<file path="config.mk">
export PLATFORM = sky130hd
export DESIGN_NAME = dual_bank_refresh_scheduler
export DESIGN_NICKNAME = d
export VERILOG_FILES = /design/src/rtl/dbrs_pkg.sv /design/src/rtl/dbrs_front.sv /design/src/rtl/dbrs_fifo.sv /design/src/rtl/dbrs_back.sv /design/src/rtl/dual_bank_refresh_scheduler.sv
export SDC_FILE = /design/constraint.sdc
export NUM_CORES = 1
export LEC_CHECK = 0
export BUFFER_PORTS_ARGS = -buffer_cell sky130_fd_sc_hd__buf_4
export CAP_MARGIN = 40
export CORE_MARGIN = 5
export CORE_UTILIZATION = 25
export CTS_CLUSTER_SIZE = 30
export DETAILED_ROUTE_END_ITERATION = 8
export GPL_TIMING_DRIVEN = 0
export PLACE_DENSITY_LB_ADDON = 0.08
export SLEW_MARGIN = 20
export SYNTH_ARGS = -nofsm -noshare
export SYNTH_HDL_FRONTEND = slang
export SYNTH_SLANG_ARGS = --single-unit
</file>
<file path="constraint.sdc">
create_clock -name clk -period 3.2 [get_ports clk]
set_input_delay 0.16 -clock clk [delete_from_list [all_inputs] [get_ports clk]]
set_output_delay 0.16 -clock clk [all_outputs]
set_load 0.02 [all_outputs]
</file>
<file path="src/rtl/dbrs_pkg.sv">
`timescale 1ns / 1ps
// Shared types and constants of the dual-bank refresh scheduler.
// No dependencies; every other file of the block imports this package.
package dbrs_pkg;

    // Field widths of the streaming channels.
    localparam int NOW_W      = 48;
    localparam int OPEN_W     = 16;
    localparam int S_DATA_W   = 64;
    localparam int M_DATA_W   = 8;
    localparam int INTERVAL_W = 16;
    localparam int CFG_DATA_W = 16;

    // Depth of the slot queue between front and back; a power of two.
    localparam int QUEUE_DEPTH = 4;

    // Configuration register indexes.
    localparam logic CFG_REDUCED_BANK  = 1'b0;
    localparam logic CFG_SLOT_INTERVAL = 1'b1;

    // Command kinds on the result channel.
    typedef enum logic {
        CMD_PRECHARGE = 1'b0,
        CMD_REFRESH   = 1'b1
    } cmd_kind_t;

    // One refresh slot as classified by the front part.
    typedef struct packed {
        logic       pair;     // 0: groups 0 and 1, 1: groups 2 and 3
        logic [1:0] bank;     // bank address within the groups
        logic       open_lo;  // bank is open in the first group of the pair
        logic       open_hi;  // bank is open in the second group of the pair
    } slot_rec_t;

endpackage

</file>
<file path="src/rtl/dbrs_front.sv">
`timescale 1ns / 1ps
// Front part: accepts controller cycles, tracks due time and round-robin state,
// and pushes one slot record per refreshed slot. Depends on dbrs_pkg.
module dbrs_front #(
    parameter int BANK_COUNT      = 4,
    parameter int REDUCED_DIVISOR = 4
) (
    input  logic                                clk,
    input  logic                                rst_n,
    input  logic                                cfg_we,
    input  logic                                cfg_addr,
    input  logic [dbrs_pkg::CFG_DATA_W-1:0]     cfg_wdata,
    input  logic                                s_tvalid,
    output logic                                s_tready,
    input  logic [dbrs_pkg::S_DATA_W-1:0]       s_tdata,
    output logic                                push,
    output dbrs_pkg::slot_rec_t                 push_rec,
    input  logic                                q_full
);
    import dbrs_pkg::*;

    localparam int BA_W   = (BANK_COUNT > 1) ? $clog2(BANK_COUNT) : 1;
    localparam int TURN_W = (REDUCED_DIVISOR > 1) ? $clog2(REDUCED_DIVISOR) : 1;
    localparam logic [BA_W-1:0]   BA_LAST   = BA_W'(BANK_COUNT - 1);
    localparam logic [TURN_W-1:0] TURN_LAST = TURN_W'(REDUCED_DIVISOR - 1);

    logic [1:0]            reduced_bank_reg,  reduced_bank_next;
    logic [INTERVAL_W-1:0] slot_interval_reg, slot_interval_next;
    logic [NOW_W-1:0]      next_due_reg,      next_due_next;
    logic [BA_W-1:0]       next_bank_reg,     next_bank_next;
    logic [TURN_W-1:0]     reduced_turn_reg,  reduced_turn_next;
    logic [3:0]            pair_sel_reg,      pair_sel_next;

    logic [NOW_W-1:0]      now;
    logic [OPEN_W-1:0]     bank_open;
    logic [INTERVAL_W-1:0] wr_interval;
    logic                  accept;
    logic                  slot;
    logic                  is_reduced;
    logic                  issue;
    logic [1:0]            b2;
    logic                  pair;

    assign now       = s_tdata[NOW_W-1:0];
    assign bank_open = s_tdata[NOW_W+OPEN_W-1:NOW_W];
    assign s_tready  = !q_full;
    assign accept    = s_tvalid && s_tready;

    // Slot detection and reduced-rate decision.
    assign slot       = accept && (now >= next_due_reg);
    assign is_reduced = (4'(next_bank_reg) == {2'b00, reduced_bank_reg});
    assign issue      = !is_reduced || (reduced_turn_reg == '0);
    assign b2         = 2'(next_bank_reg);
    assign pair       = pair_sel_reg[b2];
    assign wr_interval = (cfg_wdata == '0) ? INTERVAL_W'(1) : cfg_wdata;

    // Slot record toward the queue.
    assign push             = slot && issue;
    assign push_rec.pair    = pair;
    assign push_rec.bank    = b2;
    assign push_rec.open_lo = bank_open[{pair, 1'b0, b2}];
    assign push_rec.open_hi = bank_open[{pair, 1'b1, b2}];

    // Next-state logic; configuration writes must arrive only while idle, which the block does not enforce.
    always_comb
    begin
        reduced_bank_next  = reduced_bank_reg;
        slot_interval_next = slot_interval_reg;
        next_due_next      = next_due_reg;
        next_bank_next     = next_bank_reg;
        reduced_turn_next  = reduced_turn_reg;
        pair_sel_next      = pair_sel_reg;
        if (cfg_we)
        begin
            unique case (cfg_addr)
                CFG_REDUCED_BANK:
                begin
                    reduced_bank_next = cfg_wdata[1:0];
                end
                CFG_SLOT_INTERVAL:
                begin
                    slot_interval_next = wr_interval;
                    next_due_next      = NOW_W'(wr_interval);
                end
                default:
                begin
                    reduced_bank_next = reduced_bank_reg;
                end
            endcase
        end
        else if (slot)
        begin
            next_due_next  = next_due_reg + NOW_W'(slot_interval_reg);
            next_bank_next = (next_bank_reg == BA_LAST) ? '0 : next_bank_reg + 1'b1;
            if (is_reduced)
            begin
                reduced_turn_next = (reduced_turn_reg == TURN_LAST) ? '0
                                                                    : reduced_turn_reg + 1'b1;
            end
            if (issue)
            begin
                pair_sel_next[b2] = !pair_sel_reg[b2];
            end
        end
    end

    // State registers.
    always_ff @(posedge clk or negedge rst_n)
    begin
        if (!rst_n)
        begin
            reduced_bank_reg  <= '0;
            slot_interval_reg <= INTERVAL_W'(1);
            next_due_reg      <= NOW_W'(1);
            next_bank_reg     <= '0;
            reduced_turn_reg  <= '0;
            pair_sel_reg      <= '0;
        end
        else
        begin
            reduced_bank_reg  <= reduced_bank_next;
            slot_interval_reg <= slot_interval_next;
            next_due_reg      <= next_due_next;
            next_bank_reg     <= next_bank_next;
            reduced_turn_reg  <= reduced_turn_next;
            pair_sel_reg      <= pair_sel_next;
        end
    end

`ifndef SYNTHESIS
    // A slot record is only produced by an accepted beat.
    a_push_on_accept: assert property (@(posedge clk) disable iff (!rst_n)
        push |-> (s_tvalid && s_tready))
        else $error("slot pushed without an accepted beat");

    // The due time moves only on a served slot or an interval write.
    a_due_moves: assert property (@(posedge clk) disable iff (!rst_n)
        (!slot && !cfg_we) |=> $stable(next_due_reg))
        else $error("due time moved without a slot");

    // Each issued slot flips exactly one pair selector.
    a_pair_flip: assert property (@(posedge clk) disable iff (!rst_n)
        (push && !cfg_we) |=> ($countones(pair_sel_reg ^ $past(pair_sel_reg)) == 1))
        else $error("pair selector did not flip on an issued slot");
`endif

endmodule

</file>
<file path="src/rtl/dbrs_fifo.sv">
`timescale 1ns / 1ps
// Short slot queue between the front and back parts of the refresh scheduler.
// Depends on dbrs_pkg for the record type and the depth.
module dbrs_fifo (
    input  logic                 clk,
    input  logic                 rst_n,
    input  logic                 push,
    input  dbrs_pkg::slot_rec_t  push_rec,
    output logic                 full,
    input  logic                 pop,
    output dbrs_pkg::slot_rec_t  pop_rec,
    output logic                 empty
);
    import dbrs_pkg::*;

    localparam int PTR_W = $clog2(QUEUE_DEPTH);

    slot_rec_t        mem_reg [QUEUE_DEPTH];
    logic [PTR_W-1:0] wr_ptr_reg, wr_ptr_next;
    logic [PTR_W-1:0] rd_ptr_reg, rd_ptr_next;
    logic [PTR_W:0]   count_reg,  count_next;
    logic             do_push;
    logic             do_pop;

    assign full    = (count_reg == (PTR_W+1)'(QUEUE_DEPTH));
    assign empty   = (count_reg == '0);
    assign do_push = push && !full;
    assign do_pop  = pop && !empty;
    assign pop_rec = mem_reg[rd_ptr_reg];

    // Pointer and fill count update.
    always_comb
    begin
        wr_ptr_next = do_push ? wr_ptr_reg + 1'b1 : wr_ptr_reg;
        rd_ptr_next = do_pop  ? rd_ptr_reg + 1'b1 : rd_ptr_reg;
        count_next  = count_reg;
        if (do_push && !do_pop)
        begin
            count_next = count_reg + 1'b1;
        end
        else if (do_pop && !do_push)
        begin
            count_next = count_reg - 1'b1;
        end
    end

    always_ff @(posedge clk or negedge rst_n)
    begin
        if (!rst_n)
        begin
            wr_ptr_reg <= '0;
            rd_ptr_reg <= '0;
            count_reg  <= '0;
        end
        else
        begin
            wr_ptr_reg <= wr_ptr_next;
            rd_ptr_reg <= rd_ptr_next;
            count_reg  <= count_next;
        end
    end

    // Entry storage; payload needs no reset.
    always_ff @(posedge clk)
    begin
        if (do_push)
        begin
            mem_reg[wr_ptr_reg] <= push_rec;
        end
    end

`ifndef SYNTHESIS
    // The fill count never exceeds the depth.
    a_count_bound: assert property (@(posedge clk) disable iff (!rst_n)
        count_reg <= (PTR_W+1)'(QUEUE_DEPTH))
        else $error("queue count beyond depth");

    // Writers must respect the full flag; a dropped slot is lost.
    a_no_overflow: assert property (@(posedge clk) disable iff (!rst_n)
        push |-> !full)
        else $error("push into a full queue");

    // Count and pointers agree.
    a_ptr_count: assert property (@(posedge clk) disable iff (!rst_n)
        (PTR_W'(wr_ptr_reg - rd_ptr_reg) == PTR_W'(count_reg)))
        else $error("queue pointers disagree with count");
`endif

endmodule

</file>
<file path="src/rtl/dbrs_back.sv">
`timescale 1ns / 1ps
// Back part: expands each slot record into precharge beats and a refresh beat.
// Depends on dbrs_pkg for the record type and command kinds.
module dbrs_back (
    input  logic                            clk,
    input  logic                            rst_n,
    input  logic                            q_empty,
    input  dbrs_pkg::slot_rec_t             q_rec,
    output logic                            pop,
    output logic                            m_tvalid,
    input  logic                            m_tready,
    output logic [dbrs_pkg::M_DATA_W-1:0]   m_tdata,  // bank_group, bank, partner_group, pad
    output logic                            m_tlast,
    output logic                            m_tuser   // cmd_kind
);
    import dbrs_pkg::*;

    slot_rec_t rec_reg,     rec_next;
    logic      lo_pend_reg, lo_pend_next;
    logic      hi_pend_reg, hi_pend_next;
    logic      busy_reg,    busy_next;

    logic      beat_done;
    logic      ref_beat;
    logic      load;
    cmd_kind_t kind;
    logic [1:0] group;
    logic [1:0] partner;

    assign ref_beat  = !lo_pend_reg && !hi_pend_reg;
    assign beat_done = busy_reg && m_tready;
    assign load      = !q_empty && (!busy_reg || (beat_done && ref_beat));
    assign pop       = load;

    // Beat contents from the working record.
    always_comb
    begin
        priority if (lo_pend_reg)
        begin
            kind    = CMD_PRECHARGE;
            group   = {rec_reg.pair, 1'b0};
            partner = 2'b00;
        end
        else if (hi_pend_reg)
        begin
            kind    = CMD_PRECHARGE;
            group   = {rec_reg.pair, 1'b1};
            partner = 2'b00;
        end
        else
        begin
            kind    = CMD_REFRESH;
            group   = {rec_reg.pair, 1'b0};
            partner = {rec_reg.pair, 1'b1};
        end
    end

    assign m_tvalid = busy_reg;
    assign m_tuser  = kind;
    assign m_tlast  = ref_beat;
    assign m_tdata  = {2'b00, partner, rec_reg.bank, group};

    // Sequencing of the beats of one run.
    always_comb
    begin
        rec_next     = rec_reg;
        lo_pend_next = lo_pend_reg;
        hi_pend_next = hi_pend_reg;
        busy_next    = busy_reg;
        if (load)
        begin
            rec_next     = q_rec;
            lo_pend_next = q_rec.open_lo;
            hi_pend_next = q_rec.open_hi;
            busy_next    = 1'b1;
        end
        else if (beat_done)
        begin
            priority if (lo_pend_reg)
            begin
                lo_pend_next = 1'b0;
            end
            else if (hi_pend_reg)
            begin
                hi_pend_next = 1'b0;
            end
            else
            begin
                busy_next = 1'b0;
            end
        end
    end

    always_ff @(posedge clk or negedge rst_n)
    begin
        if (!rst_n)
        begin
            lo_pend_reg <= 1'b0;
            hi_pend_reg <= 1'b0;
            busy_reg    <= 1'b0;
        end
        else
        begin
            lo_pend_reg <= lo_pend_next;
            hi_pend_reg <= hi_pend_next;
            busy_reg    <= busy_next;
        end
    end

    // Record payload needs no reset.
    always_ff @(posedge clk)
    begin
        rec_reg <= rec_next;
    end

`ifndef SYNTHESIS
    // Pending precharges exist only inside an active run.
    a_pend_in_run: assert property (@(posedge clk) disable iff (!rst_n)
        !busy_reg |-> (!lo_pend_reg && !hi_pend_reg))
        else $error("pending precharge outside a run");

    // A run does not end before its refresh beat.
    a_run_continues: assert property (@(posedge clk) disable iff (!rst_n)
        (beat_done && !ref_beat) |=> busy_reg)
        else $error("run ended on a precharge beat");

    // A popped record always starts a run.
    a_pop_loads: assert property (@(posedge clk) disable iff (!rst_n)
        pop |=> busy_reg)
        else $error("popped record was not loaded");
`endif

endmodule

</file>
<file path="src/rtl/dual_bank_refresh_scheduler.sv">
`timescale 1ns / 1ps
// Dual-bank refresh scheduler: one input beat per controller cycle, a 4-entry
// slot queue, and a run of one to three command beats per refreshed slot.
// Throughput: one input beat per cycle while the slot queue has room; one output beat per cycle
// while m_tready is high and records wait; records go via the queue into the working record.
// Reset (rst_n, asynchronous, active low) empties the queue, sets slot_interval and the
// due time to 1, reduced_bank to 0 and clears the round-robin, turn and pair state.
module dual_bank_refresh_scheduler #(
    parameter int BANK_COUNT      = 4,
    parameter int REDUCED_DIVISOR = 4
) (
    input  logic                                clk,
    input  logic                                rst_n,
    input  logic                                cfg_we,
    input  logic                                cfg_addr,
    input  logic [dbrs_pkg::CFG_DATA_W-1:0]     cfg_wdata,
    input  logic                                s_tvalid,
    output logic                                s_tready,
    input  logic [dbrs_pkg::S_DATA_W-1:0]       s_tdata,   // now[47:0], bank_open[63:48]
    output logic                                m_tvalid,
    input  logic                                m_tready,
    output logic [dbrs_pkg::M_DATA_W-1:0]       m_tdata,   // bank_group[1:0], bank[3:2],
                                                           // partner_group[5:4], zero[7:6]
    output logic                                m_tlast,
    output logic                                m_tuser    // cmd_kind
);
    import dbrs_pkg::*;

    logic      push;
    slot_rec_t push_rec;
    logic      q_full;
    logic      pop;
    slot_rec_t pop_rec;
    logic      q_empty;

    // Front: slot timing and classification.
    dbrs_front #(
        .BANK_COUNT      (BANK_COUNT),
        .REDUCED_DIVISOR (REDUCED_DIVISOR)
    ) u_front (
        .clk       (clk),
        .rst_n     (rst_n),
        .cfg_we    (cfg_we),
        .cfg_addr  (cfg_addr),
        .cfg_wdata (cfg_wdata),
        .s_tvalid  (s_tvalid),
        .s_tready  (s_tready),
        .s_tdata   (s_tdata),
        .push      (push),
        .push_rec  (push_rec),
        .q_full    (q_full)
    );

    // Slot queue.
    dbrs_fifo u_fifo (
        .clk      (clk),
        .rst_n    (rst_n),
        .push     (push),
        .push_rec (push_rec),
        .full     (q_full),
        .pop      (pop),
        .pop_rec  (pop_rec),
        .empty    (q_empty)
    );

    // Back: command expansion.
    dbrs_back u_back (
        .clk      (clk),
        .rst_n    (rst_n),
        .q_empty  (q_empty),
        .q_rec    (pop_rec),
        .pop      (pop),
        .m_tvalid (m_tvalid),
        .m_tready (m_tready),
        .m_tdata  (m_tdata),
        .m_tlast  (m_tlast),
        .m_tuser  (m_tuser)
    );

endmodule

</file>
==> results of run 1 <==
## worst max-delay path: stages, from the launching register on
cell	delay, ns
dfstp_2	0.60
ha_4	0.21
nand2b_4	0.14
a2111oi_4	0.30
nor3_2	0.10
o311ai_4	0.32
nand2_1	0.10
nand4_1	0.18
a21oi_4	0.11
ha_4	0.21
inv_2	0.05
fa_2	0.42
mux2_2	0.26
## stage by stage
stage | setup TNS [ns] | setup WS [ns]
after floorplan | 0 | 0.128
after global placement | -11.96 | -0.667
after detailed placement | -11.95 | -0.671
after CTS | 0 | 0.00655
after global routing | -0.136 | -0.0577
final | 0 | 0.0726
## cell type report
| cell class | count | area (um2) |
|---|---|---|
| Sequential cell | 107 | 2800 |
| Fill cell | 2914 | 18700 |
| Clock inverter | 7 | 91.3 |
| Clock buffer | 9 | 225 |
| Inverter | 68 | 255 |
| Multi-Input combinational cell | 490 | 4250 |
| Timing Repair Buffer | 127 | 980 |
| Buffer | 23 | 148 |
| Tap cell | 378 | 473 |
## per-layer routing
layer  vias to the layer above  routed length (um)  global-route usage
met5                         -                   0                   0
met4                         0                 350              0.0422
met3                        22                 730              0.0211
met2                       108                9840               0.217
met1                      2803                9480               0.175
li1                       2807                   -                   -
## power by group through the flow
stage                     combinational, mW  clock (mW)  sequential, mW
after floorplan                        2.00           0            2.01
after global placement                 2.73           0            2.04
after detailed placement               2.81           0            2.06
after CTS                              3.07        1.22            2.03
after global routing                   3.62        1.28            2.07
final                                  3.24        1.18            2.03
## synth_stat cells (all sizes together) (3+ instances only)
library cell	n	area, um2
a221oi	3	26.3
xnor2	10	87.6
o311ai	9	78.8
mux2i	29	290
inv	68	255
nor3	19	106
dfrtp	82	2050
xor2	9	78.8
nor2b	7	46.3
and4	4	37.5
buf	14	86.3
nand4	15	109
a21oi	37	189
nand3	18	103
nor2	18	75.1
a211oi	4	30.0
edfxtp	23	691
o31ai	6	45.0
clkbuf	10	37.5
nand2b	7	43.8
o21ai	25	129
nand2	65	249
o211ai	6	45.0
and3	6	42.5
ha	75	938
and2	8	50.1
o21a	5	37.5
mux4	10	225
o41ai	11	96.3
a21o	6	45.0
mux2	30	338
nor4	12	96.3
## layout by cell type, fill, tap and decap left out, types with 3 or more instances in the layout
master / instances
ha_4: 7
and2_1: 8
nor2_1: 17
o21a_1: 5
ha_1: 68
clkinv_8: 3
a211oi_1: 3
o211ai_1: 6
o41ai_1: 11
xor2_1: 9
nand4_1: 14
nor3_1: 16
clkbuf_1: 10
mux2_2: 30
clkbuf_16: 9
nand2b_1: 6
buf_6: 4
inv_2: 7
o21ai_0: 22
nor2b_1: 5
a21o_1: 6
buf_4: 130
nor4_1: 10
o311ai_0: 7
and3_1: 5
xnor2_1: 10
nand2_1: 63
inv_1: 61
edfxtp_1: 23
dfrtp_1: 81
a21oi_1: 33
mux4_2: 10
mux2i_1: 29
and4_4: 3
o31ai_1: 6
nand3_1: 17
## logic make-up after synthesis
family                     share of synthesized area
other                                       0.000527
muxes                                          0.120
adders and majority gates                      0.138
buffers and inverters                         0.0533
and+or+nand+nor                                0.146
xor gates and xnor gates                      0.0234
DFF                                            0.393
AOI/OAI and AO/OA                              0.127
## worst max path at each step
stage,from,end,slack (ns),depth (start not counted)
2_1_floorplan,u_front.next_due_reg[0],u_fifo.count_reg[1],0.13,12
3_3_place_gp,u_front.next_due_reg[0],u_front.next_due_reg[24],-0.67,11
3_5_place_dp,u_front.next_due_reg[0],u_front.next_due_reg[24],-0.67,11
4_1_cts,u_front.next_due_reg[0],u_front.next_due_reg[38],0.007,11
5_1_grt,u_front.next_due_reg[0],u_fifo.count_reg[1],-0.06,12
6_report,u_front.next_due_reg[0],u_fifo.count_reg[1],0.07,12
## what timing repair did
item / 4_1_cts / 5_1_grt
pin swaps: 12 / 18
setup buffers: 10 / 21
gates cloned: 0 / 1
endpoints found under the hold margin: 35 / 0
endpoints found under the setup margin: 44 / 27
hold buffers: 1 / 0
gates resized for setup: 33 / 31
==> impl_metrics.env, run 1 <==
export IMPL_period_minus_slack_ns=3.13
export IMPL_die_area_mm2=0.0319
export IMPL_total_power_mw=6.45
export IMPL_rsz0062_at_grt="true"
export IMPL_drive_above_1_share=0.301
export IMPL_cts_buffers=9
export IMPL_drtPass1Iterations=5
export IMPL_fin_area_mm2=0.00922
export IMPL_placed_cell_area_mm2=0.00834
export IMPL_drv_cap=0
export IMPL_worstReg2RegStart="u_front.next_due_reg[0]"
export IMPL_status="finished, final reports clean"
export IMPL_hp_class="primary input to register"
export IMPL_reg2reg_slack_ns=0.07
export IMPL_portBuffers=95
export IMPL_chipHeight_um=179
export IMPL_skew_ns=0.0162
export IMPL_start_util=0.255
export IMPL_syn_area_per_cell_um2=10.4
export IMPL_ys_flop_type="dfrtp_1"
export IMPL_holdPathEnd="u_back.lo_pend_reg"
export IMPL_p_seq_frac=0.314
export IMPL_r2r_end="u_fifo.count_reg[1]"
export IMPL_yosysWarnings=0
export IMPL_setup_viol=0
export IMPL_cp_required_ns=3.45
export IMPL_cts_root_buf="clkbuf_16"
export IMPL_ir_drop_mv=0.297
export IMPL_clock_latency_ns=0.37
export IMPL_largest_reg_flops=48
export IMPL_reg2reg_depth=12
export IMPL_vias=5740
export IMPL_yosysUniqueCellTypes=73
export IMPL_grt_pass1_wl_um=32800
export IMPL_die_w_um=179
export IMPL_via_per_inst=4.75
export IMPL_final_antenna_net_count=0
export IMPL_drc_errors=0
export IMPL_cts_buffer_depth=2
export IMPL_syn2layout_area_growth_pct=29.5
export IMPL_leakage_nw=3.86
export IMPL_hold_viol=0
export IMPL_grt_ovfl_total=0
export IMPL_synthArstFlopShare=0.785
export IMPL_crit_path_start_kind="register"
export IMPL_cts_tree="built"
export IMPL_dp_hpwl_um=15800
export IMPL_comb_power_share=0.503
export IMPL_postLayoutCoreUtil=0.330
export IMPL_syn_inst=687
export IMPL_core_area_mm2=0.0279
export IMPL_n_antenna_cell=0
export IMPL_drv_slew=0
export IMPL_switching_share=0.402
export IMPL_ys_seq_elements=107
export IMPL_drt_wl_total_um=20400
export IMPL_cp_arrival_ns=3.38
export IMPL_tightest_slew_ns=0.790
export IMPL_final_cells=1209
export IMPL_clk_pin_slew_ns=0.09
export IMPL_wl_per_cell_um=16.9
export IMPL_h_tree_depth=3
export IMPL_drt_iter0_drc=240
export IMPL_cts_sinks=107
export IMPL_post_route_period_util=0.977
export IMPL_pwr_density_cell_mw_per_mm2=700
export IMPL_path_max_fanout=5
export IMPL_p_int_mw=3.86
export IMPL_timing_hold_ws_ns=0.0427
export IMPL_clkPwrFrac=0.183
export IMPL_min_from="m_tready"
export IMPL_slew_headroom=0.469
export IMPL_grt_pass1_vias=6087
export IMPL_worstSetupEndpointType="register"
export IMPL_grt_usage=0.131
export IMPL_place_inst=1162
export IMPL_fmax_mhz=320
export IMPL_rows=61
export IMPL_synth_edf_count=23
export IMPL_ios=98
export IMPL_synth_area_mm2=0.00711
export IMPL_nets=989
export IMPL_whs_path_depth=2
export IMPL_net_switching_power_mw=2.59
export IMPL_crit_type="register to register"
export IMPL_gp_congestion=0.779
export IMPL_antenna_found_initial=0
export IMPL_grt_max_degree=50
export IMPL_synth_seq_area_share=0.393
Note: power is estimated with default switching activity, not from simulation.
==> run 2, diff against run 1 <==
==> constraint.sdc (replaced) <==
create_clock -name clk -period 3.2 [get_ports clk]
set_input_delay 0.48 -clock clk [delete_from_list [all_inputs] [get_ports clk]]
set_output_delay 0.48 -clock clk [all_outputs]
set_load 0.02 [all_outputs]
==> impl_metrics.env, run 2 (same netlist as run 1, synthesis figures left out) <==
export IMPL_worstReg2RegStart="u_front.next_due_reg[0]"
export IMPL_placed_cell_area_mm2=0.00834
export IMPL_ios=98
export IMPL_grt_pass1_wl_um=32800
export IMPL_net_switching_power_mw=2.59
export IMPL_antenna_found_initial=0
export IMPL_vias=5713
export IMPL_clk_pin_slew_ns=0.09
export IMPL_drc_errors=0
export IMPL_leakage_nw=3.85
export IMPL_drt_iter0_drc=247
export IMPL_grt_max_degree=50
export IMPL_hp_class="primary input to asynchronous set/reset pin"
export IMPL_status="finished, final reports clean"
export IMPL_path_buf_inv=1
export IMPL_hold_viol=0
export IMPL_cts_buffers=9
export IMPL_setup_worst_path_start="u_front.next_due_reg[0]"
export IMPL_n_antenna_cell=0
export IMPL_setup_tns_ns=0
export IMPL_ir_drop_mv=0.297
export IMPL_drive_above_1_share=0.301
export IMPL_grt_pass1_vias=6085
export IMPL_comb_power_share=0.502
export IMPL_switching_share=0.402
export IMPL_gp_congestion=0.779
export IMPL_clock_latency_ns=0.37
export IMPL_die_w_um=179
export IMPL_postLayoutCoreUtil=0.330
export IMPL_chipHeight_um=179
export IMPL_final_cell_mix="130 x buf_4, 81 x dfrtp_1, 68 x ha_1"
export IMPL_tightest_slew_ns=0.774
export IMPL_worstSetupEndpointType="register"
export IMPL_syn2layout_area_growth_pct=29.4
export IMPL_grt_usage=0.131
export IMPL_p_seq_frac=0.315
export IMPL_crit_path_start_kind="register"
export IMPL_fin_area_mm2=0.00921
export IMPL_drt_wl_total_um=20400
export IMPL_fmax_mhz=320
export IMPL_place_inst=1162
export IMPL_cp_slowest_stage_delay_ns=0.60
export IMPL_clkPwrFrac=0.183
export IMPL_die_area_mm2=0.0319
export IMPL_period_minus_slack_ns=3.13
export IMPL_layout_commonest_cell="buf_4"
export IMPL_pwr_density_cell_mw_per_mm2=700
export IMPL_h_tree_depth=3
export IMPL_cp_required_ns=3.45
export IMPL_drtPass1Iterations=4
export IMPL_rsz0062_at_grt="true"
export IMPL_dp_hpwl_um=15800
export IMPL_cts_buffer_depth=2
export IMPL_crit_slowest_cell="dfstp_2"
export IMPL_portBuffers=95
export IMPL_slew_headroom=0.479
export IMPL_p_int_mw=3.86
export IMPL_skew_ns=0.0172
export IMPL_crit_chain="ha_4 -> nand2b_4 -> a2111oi_4 -> nor3_2 -> o311ai_4 -> nand2_1 -> nand4_1 -> a21oi_4 -> ha_4 -> inv_2 -> fa_2 -> mux2_2"
export IMPL_cts_tree="built"
export IMPL_cp_arrival_ns=3.38
export IMPL_start_util=0.255
export IMPL_post_route_period_util=0.977
export IMPL_largest_reg_flops=48
export IMPL_rows=61
export IMPL_nets=988
export IMPL_grt_ovfl_total=0
export IMPL_worstSetupPathDepth=12
export IMPL_ctsHoldBuffers=0
export IMPL_reg2reg_depth=12
export IMPL_setup_viol=0
export IMPL_final_cells=1208
export IMPL_core_area_mm2=0.0279
export IMPL_via_per_inst=4.73
export IMPL_cts_root_buf="clkbuf_16"
export IMPL_crit_top_cell="ha_4"
export IMPL_path_max_fanout=5
export IMPL_crit_type="register to register"
export IMPL_crit_family="adder cells"
export IMPL_drv_cap=0
export IMPL_final_antenna_net_count=0
export IMPL_drv_slew=0
export IMPL_wl_per_cell_um=16.9
export IMPL_cts_sinks=107
-- run 2: power groups by stage --
| stage | combinational [mW] | clock, mW | sequential, mW |
|---|---|---|---|
| global placement | 2.73 | 0 | 2.04 |
| finish | 3.24 | 1.18 | 2.03 |
| global route | 3.62 | 1.28 | 2.07 |
| CTS | 3.07 | 1.22 | 2.03 |
| detailed placement | 2.81 | 0 | 2.06 |
| floorplan | 2.00 | 0 | 2.01 |
-- run 2: what timing repair did --
item                       4_1_cts  5_1_grt
gates resized for setup         33       31
setup endpoints to repair       44       27
pin swaps                       12       18
cloned                           0        1
setup buffers                   10       21
-- run 2: through the flow --
stage | hold WS (ns) | total power, mW | setup slack, ns
5_1_grt | 0.0396 | 6.97 | -0.0577
3_5_place_dp | 0.415 | 4.87 | -0.671
2_1_floorplan | 0.184 | 4.01 | 0.0907
6_report | 0.0174 | 6.45 | 0.0737
4_1_cts | 0.0192 | 6.32 | 0.00655
3_3_place_gp | 0.470 | 4.78 | -0.667
-- run 2: cell type report --
class	count	area, um2
timing repair buffer	126	970
clock inverter	7	91.3
sequential	107	2800
multi-input combinational	490	4250
clock buffer	9	225
fill	2915	18700
tap	378	473
inverter	68	255
buffer	23	148
-- run 2: layer usage --
metal	global-route usage	vias up	part of all wire
met5	0	-	0
met2	0.217	100	0.48
met4	0.0422	0	0.019
met3	0.0211	26	0.035
li1	-	2807	-
met1	0.175	2780	0.46
-- run 2: worst paths after layout --
kind	endpoint	slack [ns]
min in group clk	u_back.lo_pend_reg	0.36
max reg2reg	u_fifo.count_reg[1]	0.07
min reg2reg	u_front.next_due_reg[47]	0.49
min	u_front.next_due_reg[16]	0.02
max	u_fifo.count_reg[1]	0.07
max in group asynchronous	u_front.next_due_reg[0]	2.56
-- run 2: worst reg2reg max path: stages, from the launching register on --
cell and delay (ns):
dfstp_2 0.60, ha_4 0.21, nand2b_4 0.14, a2111oi_4 0.30
nor3_2 0.10, o311ai_4 0.32, nand2_1 0.11, nand4_1 0.18
a21oi_4 0.11, ha_4 0.21, inv_2 0.05, fa_2 0.42
mux2_2 0.26
